**config.mk**
```make
export PLATFORM = sky130hd
export DESIGN_NAME = error_event_throttle_core
export DESIGN_NICKNAME = d
export VERILOG_FILES = /design/src/rtl/eet_pkg.sv /design/src/rtl/eet_ram.sv /design/src/rtl/error_event_throttle_core.sv
export VERILOG_INCLUDE_DIRS = /design/src /design/src/rtl
export SDC_FILE = /design/constraint.sdc
export NUM_CORES = 2
export LEC_CHECK = 0
export ABC_AREA = 1
export CAP_MARGIN = 25
export CORE_MARGIN = 4
export CORE_UTILIZATION = 33
export CTS_CLUSTER_DIAMETER = 40
export DETAILED_ROUTE_END_ITERATION = 8
export DONT_BUFFER_PORTS = 1
export PLACE_DENSITY = 0.48
export SYNTH_ARGS = -nofsm -noshare
export SYNTH_HDL_FRONTEND = slang
export SYNTH_SLANG_ARGS = --single-unit
```
**constraint.sdc**
```tcl
create_clock -name i_clk -period 8.6 [get_ports i_clk]
set_input_delay 2.15 -clock i_clk [delete_from_list [all_inputs] [get_ports i_clk]]
set_output_delay 2.15 -clock i_clk [all_outputs]
set_load 0.02 [all_outputs]
```
**src/rtl/assert_macros.svh**
```systemverilog
// ---------------------------------------------------------------------------
// assert_macros.svh
// concurrent assertion shorthands, clocked on i_clk, masked during reset
// ---------------------------------------------------------------------------
`ifndef ASSERT_MACROS_SVH
`define ASSERT_MACROS_SVH

// antecedent implies consequent in the same cycle
`define ASSERT_SAME(label, ante, cons) \
    label: assert property (@(posedge i_clk) disable iff (!i_rst_n) \
        (ante) |-> (cons)) else $error("assertion failed: same-cycle check");

// antecedent implies consequent in the next cycle
`define ASSERT_NEXT(label, ante, cons) \
    label: assert property (@(posedge i_clk) disable iff (!i_rst_n) \
        (ante) |=> (cons)) else $error("assertion failed: next-cycle check");

`endif

```
**src/rtl/eet_pkg.sv**
```systemverilog
// ---------------------------------------------------------------------------
// eet_pkg
// beat types, register map and fault type decode for the event throttle
// ---------------------------------------------------------------------------
`default_nettype none

package eet_pkg;

    // number of fault types with a defined decode
    localparam logic [4:0] KNOWN_TYPES = 5'd18;

    // register map, indexed by paddr[2]
    localparam logic [0:0] REG_QUIET_WINDOW  = 1'b0;
    localparam logic [0:0] REG_RESET_HOLDOFF = 1'b1;

    // register reset values
    localparam logic [31:0] QUIET_WINDOW_RESET  = 32'd60000;
    localparam logic [15:0] RESET_HOLDOFF_RESET = 16'd200;

    // input beat
    typedef struct packed {
        logic [4:0]  event_type;
        logic [31:0] now_ms;
        logic [31:0] since_reset_ms;
    } t_in_beat;

    // output beat
    typedef struct packed {
        logic [3:0]  alert_code;
        logic [31:0] event_count;
    } t_out_beat;

    // per type decode
    typedef struct packed {
        logic [3:0] err_code;
        logic [3:0] warn_code;
        logic       counted;
        logic       gated;
        logic       esc;
    } t_type_info;

    // fault type to codes and flags; unknown types decode to all zero
    function automatic t_type_info type_info(input logic [4:0] ev_type);
        t_type_info ti;
        ti = '0;
        case (ev_type)
            5'd0:    ti = '{4'd0,  4'd1,  1'b1, 1'b1, 1'b1};
            5'd1:    ti = '{4'd2,  4'd3,  1'b1, 1'b1, 1'b1};
            5'd2:    ti = '{4'd1,  4'd1,  1'b1, 1'b1, 1'b0};
            5'd3:    ti = '{4'd3,  4'd3,  1'b1, 1'b1, 1'b0};
            5'd4:    ti = '{4'd4,  4'd5,  1'b1, 1'b1, 1'b1};
            5'd5:    ti = '{4'd6,  4'd7,  1'b1, 1'b1, 1'b1};
            5'd6:    ti = '{4'd5,  4'd5,  1'b1, 1'b1, 1'b0};
            5'd7:    ti = '{4'd7,  4'd7,  1'b1, 1'b1, 1'b0};
            5'd8:    ti = '{4'd8,  4'd8,  1'b1, 1'b1, 1'b0};
            5'd9:    ti = '{4'd9,  4'd9,  1'b1, 1'b0, 1'b0};
            5'd10:   ti = '{4'd10, 4'd11, 1'b1, 1'b0, 1'b1};
            5'd11:   ti = '{4'd11, 4'd11, 1'b1, 1'b0, 1'b0};
            5'd12:   ti = '{4'd10, 4'd10, 1'b0, 1'b0, 1'b0};
            5'd13:   ti = '{4'd12, 4'd12, 1'b0, 1'b0, 1'b0};
            5'd14:   ti = '{4'd9,  4'd9,  1'b1, 1'b0, 1'b0};
            5'd15:   ti = '{4'd13, 4'd13, 1'b1, 1'b0, 1'b0};
            5'd16:   ti = '{4'd14, 4'd14, 1'b1, 1'b1, 1'b0};
            5'd17:   ti = '{4'd15, 4'd15, 1'b1, 1'b1, 1'b0};
            default: ti = '0;
        endcase
        return ti;
    endfunction

endpackage

`default_nettype wire

```
**src/rtl/eet_ram.sv**
```systemverilog
// ---------------------------------------------------------------------------
// eet_ram
// generic simple dual port ram, one write port, one registered read port
// ---------------------------------------------------------------------------
`default_nettype none

module eet_ram #(
    parameter int WIDTH = 8,
    parameter int DEPTH = 16,
    localparam int AW = (DEPTH > 1) ? $clog2(DEPTH) : 1
) (
    input  wire logic             i_clk,
    input  wire logic             i_wr_en,
    input  wire logic [AW-1:0]    i_wr_addr,
    input  wire logic [WIDTH-1:0] i_wr_data,
    input  wire logic             i_rd_en,
    input  wire logic [AW-1:0]    i_rd_addr,
    output logic      [WIDTH-1:0] o_rd_data
);

    logic [WIDTH-1:0] r_mem [DEPTH];
    logic [WIDTH-1:0] r_rd_data;

    // write port
    always_ff @(posedge i_clk) begin
        if (i_wr_en) begin
            r_mem[i_wr_addr] <= i_wr_data;
        end
    end

    // registered read, old data on a same-address write
    always_ff @(posedge i_clk) begin
        if (i_rd_en) begin
            r_rd_data <= r_mem[i_rd_addr];
        end
    end

    assign o_rd_data = r_rd_data;

endmodule

`default_nettype wire

```
**src/rtl/error_event_throttle_core.sv**
```systemverilog
// ---------------------------------------------------------------------------
// error_event_throttle_core
// per type fault event counter and rate limiter with notify code decode
// ---------------------------------------------------------------------------
// Usage: fault events enter on the input channel (valid/stall), one beat per
// event carrying type, current ms time and ms since device reset. Each known
// event gives zero or one beat on the output channel with a notify code and
// the type's occurrence count. Types at or beyond the known set give nothing.
// Beats go from the state stage through the output register. One event is
// taken per cycle when the output is not stalled: the per type state ram is
// read at accept and written back as the event leaves the stage, with the
// just-written word forwarded when the next event hits the same type.
// Throttle registers sit on the APB port: quiet window at 0x0, reset
// hold-off at 0x4. Write them only while no event is in flight.
// Reset clears counts and report times at once through per entry valid
// bits, so events are taken on the first cycle after reset.
// A stalled output holds its beat; one more event may enter the state stage
// and wait there with its update pending, then the input stalls until the
// output drains.
// ---------------------------------------------------------------------------
`default_nettype none

module error_event_throttle_core #(
    parameter int NUM_TYPES      = 18,
    parameter int ESCALATE_EVERY = 10
) (
    input  wire logic              i_clk,
    input  wire logic              i_rst_n,
    // input channel
    input  wire logic              i_in_valid,
    output logic                   o_in_stall,
    input  wire eet_pkg::t_in_beat i_in_data,
    // output channel
    output logic                   o_out_valid,
    input  wire logic              i_out_stall,
    output eet_pkg::t_out_beat     o_out_data,
    // configuration port
    input  wire logic              psel,
    input  wire logic              penable,
    input  wire logic              pwrite,
    input  wire logic [2:0]        paddr,
    input  wire logic [31:0]       pwdata,
    output logic      [31:0]       prdata,
    output logic                   pready
);

    localparam int AW     = (NUM_TYPES > 1) ? $clog2(NUM_TYPES) : 1;
    localparam int RW     = (ESCALATE_EVERY > 1) ? $clog2(ESCALATE_EVERY) : 1;
    localparam int WORD_W = 32 + RW + 32;
    localparam logic [5:0]    NT      = 6'(NUM_TYPES);
    localparam logic [RW-1:0] RES_TOP = RW'(ESCALATE_EVERY - 1);

    // configuration registers
    logic [31:0] r_quiet_window;
    logic [15:0] r_reset_holdoff;
    logic        w_cfg_wr;

    // state stage
    logic             r_s_valid;
    logic [4:0]       r_s_type;
    logic [31:0]      r_s_now;
    logic [31:0]      r_s_since;
    logic             r_s_fwd_hit;
    logic             r_s_ent_vld;
    logic [WORD_W-1:0] r_fwd_word;
    logic [NUM_TYPES-1:0] r_ent_vld;

    // output register
    logic               r_out_valid;
    eet_pkg::t_out_beat r_out_data;

    // ram ports
    logic              w_in_acc;
    logic              w_in_known;
    logic [AW-1:0]     w_in_addr;
    logic              w_wr_en;
    logic [AW-1:0]     w_wr_addr;
    logic [WORD_W-1:0] w_wr_data;
    logic [WORD_W-1:0] w_rd_data;

    // stage compute
    logic                w_s_adv;
    logic                w_s_known;
    eet_pkg::t_type_info w_s_info;
    logic [WORD_W-1:0]   w_s_word;
    logic [31:0]         w_prev_cnt;
    logic [RW-1:0]       w_prev_res;
    logic [31:0]         w_last_time;
    logic [31:0]         w_new_cnt;
    logic [RW-1:0]       w_new_res;
    logic [31:0]         w_delta;
    logic                w_quiet;
    logic                w_held;
    logic                w_report;
    logic [31:0]         w_new_time;
    eet_pkg::t_out_beat  w_res_beat;

    // apb write and read
    assign pready   = 1'b1;
    assign w_cfg_wr = psel && penable && pwrite && pready;

    always_ff @(posedge i_clk) begin
        if (!i_rst_n) begin
            r_quiet_window  <= eet_pkg::QUIET_WINDOW_RESET;
            r_reset_holdoff <= eet_pkg::RESET_HOLDOFF_RESET;
        end else if (w_cfg_wr) begin
            case (paddr[2])
                eet_pkg::REG_QUIET_WINDOW:  r_quiet_window  <= pwdata;
                eet_pkg::REG_RESET_HOLDOFF: r_reset_holdoff <= pwdata[15:0];
                default: ;
            endcase
        end
    end

    always_comb begin
        case (paddr[2])
            eet_pkg::REG_QUIET_WINDOW:  prdata = r_quiet_window;
            eet_pkg::REG_RESET_HOLDOFF: prdata = {16'd0, r_reset_holdoff};
            default:                    prdata = '0;
        endcase
    end

    // input accept and ram read
    assign w_s_adv    = r_s_valid && (!r_out_valid || !i_out_stall);
    assign o_in_stall = r_s_valid && !w_s_adv;
    assign w_in_acc   = i_in_valid && !o_in_stall;
    assign w_in_known = (i_in_data.event_type < eet_pkg::KNOWN_TYPES) &&
                        ({1'b0, i_in_data.event_type} < NT);
    assign w_in_addr  = i_in_data.event_type[AW-1:0];

    eet_ram #(
        .WIDTH (WORD_W),
        .DEPTH (NUM_TYPES)
    ) u_state_ram (
        .i_clk     (i_clk),
        .i_wr_en   (w_wr_en),
        .i_wr_addr (w_wr_addr),
        .i_wr_data (w_wr_data),
        .i_rd_en   (w_in_acc && w_in_known),
        .i_rd_addr (w_in_addr),
        .o_rd_data (w_rd_data)
    );

    // stage control
    always_ff @(posedge i_clk) begin
        if (!i_rst_n) begin
            r_s_valid <= 1'b0;
        end else if (w_in_acc) begin
            r_s_valid <= 1'b1;
        end else if (w_s_adv) begin
            r_s_valid <= 1'b0;
        end
    end

    // stage payload, forward flag set when the write lands on the read entry
    always_ff @(posedge i_clk) begin
        if (w_in_acc) begin
            r_s_type    <= i_in_data.event_type;
            r_s_now     <= i_in_data.now_ms;
            r_s_since   <= i_in_data.since_reset_ms;
            r_s_fwd_hit <= w_wr_en && (w_wr_addr == w_in_addr);
            r_s_ent_vld <= w_in_known && r_ent_vld[w_in_addr];
        end
        if (w_wr_en) begin
            r_fwd_word <= w_wr_data;
        end
    end

    // entry valid bits stand in for the cleared reset contents
    always_ff @(posedge i_clk) begin
        if (!i_rst_n) begin
            r_ent_vld <= '0;
        end else if (w_wr_en) begin
            r_ent_vld[w_wr_addr] <= 1'b1;
        end
    end

    // read-modify-write of the type entry
    always_comb begin
        w_s_info  = eet_pkg::type_info(r_s_type);
        w_s_known = (r_s_type < eet_pkg::KNOWN_TYPES) && ({1'b0, r_s_type} < NT);

        if (r_s_fwd_hit) begin
            w_s_word = r_fwd_word;
        end else if (r_s_ent_vld) begin
            w_s_word = w_rd_data;
        end else begin
            w_s_word = '0;
        end
        w_prev_cnt  = w_s_word[WORD_W-1 -: 32];
        w_prev_res  = w_s_word[32 +: RW];
        w_last_time = w_s_word[31:0];

        // saturating count, residue of the count modulo the escalation period
        if (w_prev_cnt == 32'hFFFF_FFFF) begin
            w_new_cnt = w_prev_cnt;
            w_new_res = w_prev_res;
        end else begin
            w_new_cnt = w_prev_cnt + 32'd1;
            w_new_res = (w_prev_res == RES_TOP) ? '0 : w_prev_res + RW'(1);
        end

        // quiet window and reset hold-off
        w_delta  = r_s_now - w_last_time;
        w_quiet  = (w_prev_cnt != 32'd0) && (w_delta < r_quiet_window);
        w_held   = w_s_info.gated && (r_s_since < {16'd0, r_reset_holdoff});
        w_report = w_s_known && (!w_s_info.counted || (!w_quiet && !w_held));
        w_new_time = w_report ? r_s_now : w_last_time;

        // result beat
        if (!w_s_info.counted) begin
            w_res_beat.alert_code  = w_s_info.err_code;
            w_res_beat.event_count = '0;
        end else begin
            w_res_beat.alert_code  = (w_s_info.esc && (w_new_res != '0)) ?
                                     w_s_info.warn_code : w_s_info.err_code;
            w_res_beat.event_count = w_new_cnt;
        end

        // write back
        w_wr_en   = w_s_adv && w_s_known && w_s_info.counted;
        w_wr_addr = r_s_type[AW-1:0];
        w_wr_data = {w_new_cnt, w_new_res, w_new_time};
    end

    // output register
    always_ff @(posedge i_clk) begin
        if (!i_rst_n) begin
            r_out_valid <= 1'b0;
        end else if (w_s_adv && w_report) begin
            r_out_valid <= 1'b1;
        end else if (!i_out_stall) begin
            r_out_valid <= 1'b0;
        end
    end

    always_ff @(posedge i_clk) begin
        if (w_s_adv && w_report) begin
            r_out_data <= w_res_beat;
        end
    end

    assign o_out_valid = r_out_valid;
    assign o_out_data  = r_out_data;

    // assertions
    `include "assert_macros.svh"

    `ASSERT_NEXT(a_fwd_flag, w_in_acc && w_wr_en && (w_wr_addr == w_in_addr), r_s_fwd_hit)
    `ASSERT_SAME(a_wr_from_stage, w_wr_en, r_s_valid && w_s_adv && w_s_info.counted)
    `ASSERT_NEXT(a_report_loads, w_s_adv && w_report, r_out_valid)
    `ASSERT_NEXT(a_wr_sets_vld, w_wr_en, r_ent_vld[$past(w_wr_addr)])

endmodule

`default_nettype wire
```
* Word-level counts from Yosys, hierarchy flattened
Memory sizes are Yosys's and may differ from the RTL's. A register that Yosys moved wholly into a read port is not among the register bits. Cells that the tools add are included.
Cells by class: add/sub/neg operators 3, multiply operators 0, div/mod/pow operators 0, $lt $le $gt $ge 9, equality and inequality tests 4, shift-type cells 0, muxes and demuxes 20, bitwise logic cells 2, reductions and logical operators 33
Operator list (count):
- 68-bit 2-to-1 mux | 2
- 32-bit 2-to-1 mux | 2
- 32-bit one-hot mux with 2 select lines | 1
- 36-bit 2-to-1 mux | 1
- 32-bit by 1-bit adder with 32-bit output, second input constant | 1
- 32-bit equality test, second input constant | 1
- 32-bit by 16-bit less-than comparator with 1-bit output | 1
- 32-bit less-than comparator | 1
- 32-bit nonzero test | 1
- 32-bit subtractor | 1
- 5-bit less-than comparator, second input constant | 4
- 1-bit logical AND | 19
- 18-bit bitwise OR | 1
- 5-bit by 6-bit less-than comparator with 1-bit output, second input constant | 2
- 4-bit 2-to-1 mux | 3
- 1-bit 2-to-1 mux | 8
- 1-bit zero test | 7
- 1-bit binary-select mux with 5-bit select | 1
- 1-bit demux with 5-bit select | 1
- 5-bit equality test | 1
- 5-bit by 1-bit >= comparator with 1-bit output, second input constant | 1
- 5-bit 2-to-1 mux | 1
- 4-bit by 1-bit adder with 4-bit output, second input constant | 1
- 4-bit equality test, second input constant | 1
- 6 further kinds | 8
Word-level totals: register bits after elaboration 243, bits in latches 0, RAM bits 1224, ROM bits 352, input port bits 111, output and inout bits 71, word-level logic and storage cells 86, memories 2
Memories:
- u_state_ram.r_mem | depth 18, width 68, read ports 1, clocked after Yosys merged registers in 1, wr ports 1, line eet_ram.sv:21 | logic [WIDTH-1:0] r_mem [DEPTH];
- (name not given) | depth 32, width 11, read ports 1, clocked after Yosys merged registers in 1, wr ports 0, line eet_pkg.sv:46 | case (ev_type)

* Depth between registers and ports, before layout
depth after elaboration 11, gate-level depth with buffers 34, gate-level depth less buffers 30

* Cells and area by module
A second synthesis with hierarchy kept.
Second synthesis, totals: cell total of the unflattened synthesis 6882, area, all modules 69077.5 um^2
Modules (own cells, without submodules):
- eet_ram | instances 1, cells each 4982, area each 54128.2 um^2, sequential area each 38797.2 um^2
- error_event_throttle_core | instances 1, cells each 1900, area each 14949.3 um^2, sequential area each 6776.5 um^2

* Least setup slack after synthesis
No wires, ideal clock.
path type input-to-reg, start point input port i_out_stall, end point memory u_state_ram.r_mem[12][0] (netlist name), enable pin, library setup time 496 ps, data arrival time 7299 ps, required time 8104 ps, path slack 806 ps, stages on the path 7, buffers on the path 0, path through nand2_1 > inv_1 > nor3_1 > nand2_1 > inv_1 > nand3_1 > nor2_1
Between the ends: word-level cells in the longest chain between the ends 7
Ends and longest elaborated chain:
- from (decl) | line error_event_throttle_core.sv:35 | input wire logic i_out_stall,
- 1-bit zero test
- 1-bit logical OR | line error_event_throttle_core.sv:124 | assign w_s_adv = r_s_valid && (!r_out_valid || !i_out_stall);
- 1-bit logical AND | line error_event_throttle_core.sv:124
- 1-bit logical AND (2 in a row) | line error_event_throttle_core.sv:221 | w_wr_en = w_s_adv && w_s_known && w_s_info.counted;
- named net u_state_ram.i_wr_en | line eet_ram.sv:13 | input wire logic i_wr_en,
- 1-bit 2-to-1 mux | line eet_ram.sv:26 | if (i_wr_en) begin
- 1-bit 2-to-1 mux (not written as such) | line eet_ram.sv:27 | r_mem[i_wr_addr] <= i_wr_data;
- to (decl) | line eet_ram.sv:21
The timed path passes the listed nets, and every way through them passes these cells.

* Worst setup path after layout
start point register r_s_fwd_hit, end point memory u_state_ram.r_mem[9][19] (netlist name), data pin
Between the ends: word-level cells in the longest chain between the ends 9, elaborated cells between the ends (all ways) 10, classes of those cells add/sub (1); order compare (1); mux (2); reduce/logical (6)
Ends and longest elaborated chain:
- from (decl) | line error_event_throttle_core.sv:63 | logic r_s_fwd_hit;
- from (signal assigned) | line error_event_throttle_core.sv:161 | r_s_fwd_hit <= w_wr_en && (w_wr_addr == w_in_addr);
- 68-bit 2-to-1 mux (*) | line error_event_throttle_core.sv:183 | if (r_s_fwd_hit) begin
- 32-bit subtractor | line error_event_throttle_core.sv:204 | w_delta = r_s_now - w_last_time;
- 32-bit less-than comparator | line error_event_throttle_core.sv:205 | w_quiet = (w_prev_cnt != 32'd0) && (w_delta < r_quiet_window);
- 1-bit logical AND | line error_event_throttle_core.sv:205
- 1-bit zero test | line error_event_throttle_core.sv:207 | w_report = w_s_known && (!w_s_info.counted || (!w_quiet && !w_held));
- 1-bit logical AND | line error_event_throttle_core.sv:207
- 1-bit logical OR | line error_event_throttle_core.sv:207
- 1-bit logical AND | line error_event_throttle_core.sv:207
- 32-bit 2-to-1 mux (*) | line error_event_throttle_core.sv:208 | w_new_time = w_report ? r_s_now : w_last_time;
- named net u_state_ram.i_wr_data[19] | line eet_ram.sv:15 | input wire logic [WIDTH-1:0] i_wr_data,
The timed path passes the listed nets; every way through them passes the cells marked *.

==> out/results.md <==
| Item | Reported |
| --- | --- |
| Post-CTS setup buffers | 0 |
| Post-synthesis instance area | 63800 um^2 |
| Worst-path cell with the longest stage delay | sky130_fd_sc_hd__a21oi_4 |
| Count of flip-flops with a built-in enable after synthesis | 1467 |
| Core area | 192400 um^2 |
| Share of the synthesized area in the top cell type | 69.05% |
| Pin count of the biggest net entering global routing | 626 |
| Endpoint of the most critical register-to-register path | u_state_ram.r_mem[9][19]$_DFFE_PP_ |
| Via density | 5.199 |
| Worst IR drop on VDD | 0.1768 mV |
| Actual transition at the worst max-transition pin | 1.226 ns |
| Kind of capture point of the worst setup path | register |
| Unique masters post-synth | 52 |
| FF+latch count, synth | 1543 |
| TritonCTS clock tree | done |
| Post-route antenna net violation count | 0 |
| Net total in the final layout | 5534 |
| Overflow after GRT | 0 |
| Clock root buffer master | sky130_fd_sc_hd__clkbuf_16 |
| Destination of the worst hold path | o_out_data[35]$_DFFE_PP_ |
| Min-Delay Path Class | reg2reg |
| CTS-repair resized insts | 0 |
| Top cells by area in the synthesized netlist | sky130_fd_sc_hd__edfxtp_1, sky130_fd_sc_hd__o21ai_0, sky130_fd_sc_hd__nand2_1 |
| Final standard cell count with taps included and fillers excluded | 8048 |
| Highest fanout seen on the critical path | 27 |
| Cell Int Power | 13.96 mW |
| Routed WL per cell | 23.20 um |
| Vias after detailed routing | 41840 |
| Highest clock frequency the design can meet | 0.1474 GHz |
| Wire length of the first global-routing pass | 272100 um |
| DRC violation total after the first TritonRoute iteration | 4019 |
| DRT Wirelength | 186700 um |
| Deepest clock path buffer count | 3 |
| Max cap viols | 0 |
| Syn_nets | 5545 |
| Mean instance size in the synthesized netlist | 11.90 um^2 |
| Data required time at the worst endpoint | 9.26 ns |
| Final setup violation count | 0 |
| Number of cell rows | 161 |
| Die footprint | 200400 um^2 |
| Worst Hold Depth | 0 |
| Largest area contributor in the synthesized netlist | sky130_fd_sc_hd__edfxtp_1 |
| P&R area growth vs syn | 15.53% |
| Switching power share of the total | 23.26% |
| Die outline width | 447.7 um |
| Data arrival time of the worst path | 7.44 ns |
| I/O pins | 182 |
| Final worst-path cycle share | 78.91% |
| Power per cell area | 246.8 nW/um^2 |
| Sequential group share of total power | 46.7% |
| Crit path max-delay family | compound AO/OA/AOI/OAI gates |
| Switching power | 4.231 mW |
| Portion of the post-synthesis area used by sequential elements | 71.43% |
| Static leakage | 25.13 nW |
| Clk Latency, worst-skew pair | 0.83 ns |
| Cell with the most instances on the worst path | sky130_fd_sc_hd__nand2_1 |
| Inserted Clock Buffers | 200 |
| Max transition margin | 18.28% |
| Initial Utilization | 33.16% |
| Main flop type after synthesis | sky130_fd_sc_hd__edfxtp_1 |
| Most common cell after layout, fill and taps aside | sky130_fd_sc_hd__edfxtp_1 |
| Number of placed instances with taps included | 7669 |
| Unrepaired setup endpoints after global routing | false |
| Fraction of power consumed by the clock network | 46.7% |
| Sink Count | 1543 |
| Share of total power in combinational logic | 6.6% |
| Clock transition at the register clock pins on the worst setup and hold paths after CTS | 0.06 ns |
| Clock skew | 0.02879 ns |
| Reg-to-reg slack, setup | 1.81 ns |
| Via count of the first global-routing pass | 39610 |
| Most frequent cells in the layout | sky130_fd_sc_hd__edfxtp_1, sky130_fd_sc_hd__nand2_1, sky130_fd_sc_hd__nor2_1, sky130_fd_sc_hd__o21ai_0, sky130_fd_sc_hd__inv_1 |
| Layout cell share with drive strength beyond 1 | 8.987% |
| Startpoint of the worst-slack reg-to-reg timing path | r_s_fwd_hit$_DFFE_PP_ |
| Path depth of the worst reg2reg path | 25 |
| Critical path's largest stage delay | 0.77 ns |
| Number of hold buffers added after CTS | 0 |
| Outcome | complete, no violations |
| H-tree depth reported by CTS | 4 |
| Routability cong. | 0.8624 |
| Final-report max-slew violation count | 0 |
| Hpwl dp | 96610 um |
| Post-route DRC | 0 |
| Global-route usage over all layers | 18.18% |
| Final-report hold violation count | 0 |
| Final setup TNS | 0 ns |
| Min-delay src | w_s_info[6]$_DFF_P_ |
| Pre-antenna DRT Iters | 7 |
| Period minus WS final | 6.786 ns |
| Gate count of the mapped netlist | 5360 |
| Critical path class | reg2reg |
| Final Util | 38.31% |
| Synth async-reset ratio | 0% |
| Antenna violations before repair | 10 |
| Buffers on Ports | 0 |
| Die height | 447.7 um |
| Startpoint type of the worst setup path | register |
| Number of warning messages in the yosys log | 0 |
| Buffers & Inverters on Critical Path | 3 |
## synth_stat cells (8+ instances only)
library cell / count
sky130_fd_sc_hd__nor2_2: 8
sky130_fd_sc_hd__xor2_1: 30
sky130_fd_sc_hd__buf_1: 24
sky130_fd_sc_hd__clkbuf_1: 258
sky130_fd_sc_hd__inv_1: 225
sky130_fd_sc_hd__o21a_1: 17
sky130_fd_sc_hd__a21oi_1: 181
sky130_fd_sc_hd__nand2_2: 13
sky130_fd_sc_hd__o21ai_0: 766
sky130_fd_sc_hd__a22oi_1: 24
sky130_fd_sc_hd__ha_1: 74
sky130_fd_sc_hd__nor3_1: 25
sky130_fd_sc_hd__o22ai_1: 140
sky130_fd_sc_hd__nor4_1: 10
sky130_fd_sc_hd__nor2_1: 781
sky130_fd_sc_hd__dfxtp_1: 76
sky130_fd_sc_hd__edfxtp_1: 1467
sky130_fd_sc_hd__nand3_1: 184
sky130_fd_sc_hd__nand2_1: 808
sky130_fd_sc_hd__o21ai_2: 8
sky130_fd_sc_hd__nand4_1: 13
sky130_fd_sc_hd__buf_2: 14
sky130_fd_sc_hd__o221ai_1: 105
sky130_fd_sc_hd__o211ai_1: 34
## layer usage
layer	global-route usage (%)	share of wire [%]	up-vias
li1	-	-	19370
met1	25.77	46	21000
met2	29.34	47	1224
met3	2.890	5.9	250
met4	4.255	1.8	6
met5	0	0.025	-
## cells by family after synthesis
logic type / count (synthesis) / synth area share (%)
other cells: 1 / 0.005878
mux: 1 / 0.01569
flops: 1543 / 71.43
compound gates: 1308 / 11.64
xor+xnor: 36 / 0.4942
buf+inv: 538 / 3.306
simple gates: 1859 / 11.66
fa+ha+maj: 74 / 1.451
## area by class of cell
cell class / instances / area [um^2]
clock buffers: 238 / 5285
clock inverters: 134 / 1555
flip-flops and latches: 1543 / 45570
diodes: 3 / 7.507
repair buffers: 94 / 952.2
inverters: 231 / 895.9
fillers: 18320 / 118700
well taps: 2526 / 3161
multi-input cells: 3279 / 16280
## flip-flops by register name, indices dropped and copies added, names as in the netlist
register / cells
o_out_data: 36
o_out_valid: 1
r_ent_vld: 18
r_fwd_word: 68
r_quiet_window: 32
r_reset_holdoff: 16
r_s_ent_vld: 1
r_s_fwd_hit: 1
r_s_now: 32
r_s_since: 32
r_s_type: 5
r_s_valid: 1
u_state_ram.o_rd_data: 68
u_state_ram.r_mem: 1224
w_s_info: 8
## worst max path at each step
stage / depth (start not counted) / endpoint / from / slack, ns
2_1_floorplan: 7 / u_state_ram.r_mem[12][0]$_DFFE_PP_ / i_out_stall / 0.81
3_3_place_gp: 26 / u_state_ram.r_mem[8][19]$_DFFE_PP_ / r_s_fwd_hit$_DFFE_PP_ / 1.55
3_5_place_dp: 26 / u_state_ram.r_mem[5][31]$_DFFE_PP_ / r_s_fwd_hit$_DFFE_PP_ / 1.70
4_1_cts: 27 / u_state_ram.r_mem[9][19]$_DFFE_PP_ / r_s_fwd_hit$_DFFE_PP_ / 1.64
5_1_grt: 26 / u_state_ram.r_mem[17][31]$_DFFE_PP_ / r_s_fwd_hit$_DFFE_PP_ / 1.27
6_report: 25 / u_state_ram.r_mem[9][19]$_DFFE_PP_ / r_s_fwd_hit$_DFFE_PP_ / 1.81
## through the flow
step                      hold WS, ns  cell area (um^2)  total power [mW]  worst slack, ns
after CTS                      0.4040             73610             18.36            1.638
after floorplan                0.4349             63800             9.467           0.8056
after global routing           0.4173             73700             18.83            1.275
final                          0.4010             73710             18.20            1.814
after detailed placement       0.3911             66770             9.850            1.696
after global placement         0.3870             66670             9.824            1.551
## power groups by stage
| stage | clock, mW | sequential [mW] | combinational [mW] |
|---|---|---|---|
| 2_1_floorplan | 0 | 8.65 | 0.821 |
| 3_3_place_gp | 0 | 8.66 | 1.17 |
| 3_5_place_dp | 0 | 8.66 | 1.19 |
| 4_1_cts | 8.66 | 8.50 | 1.20 |
| 5_1_grt | 8.98 | 8.50 | 1.34 |
| 6_report | 8.50 | 8.50 | 1.19 |
(Power assumes the default switching activity.)
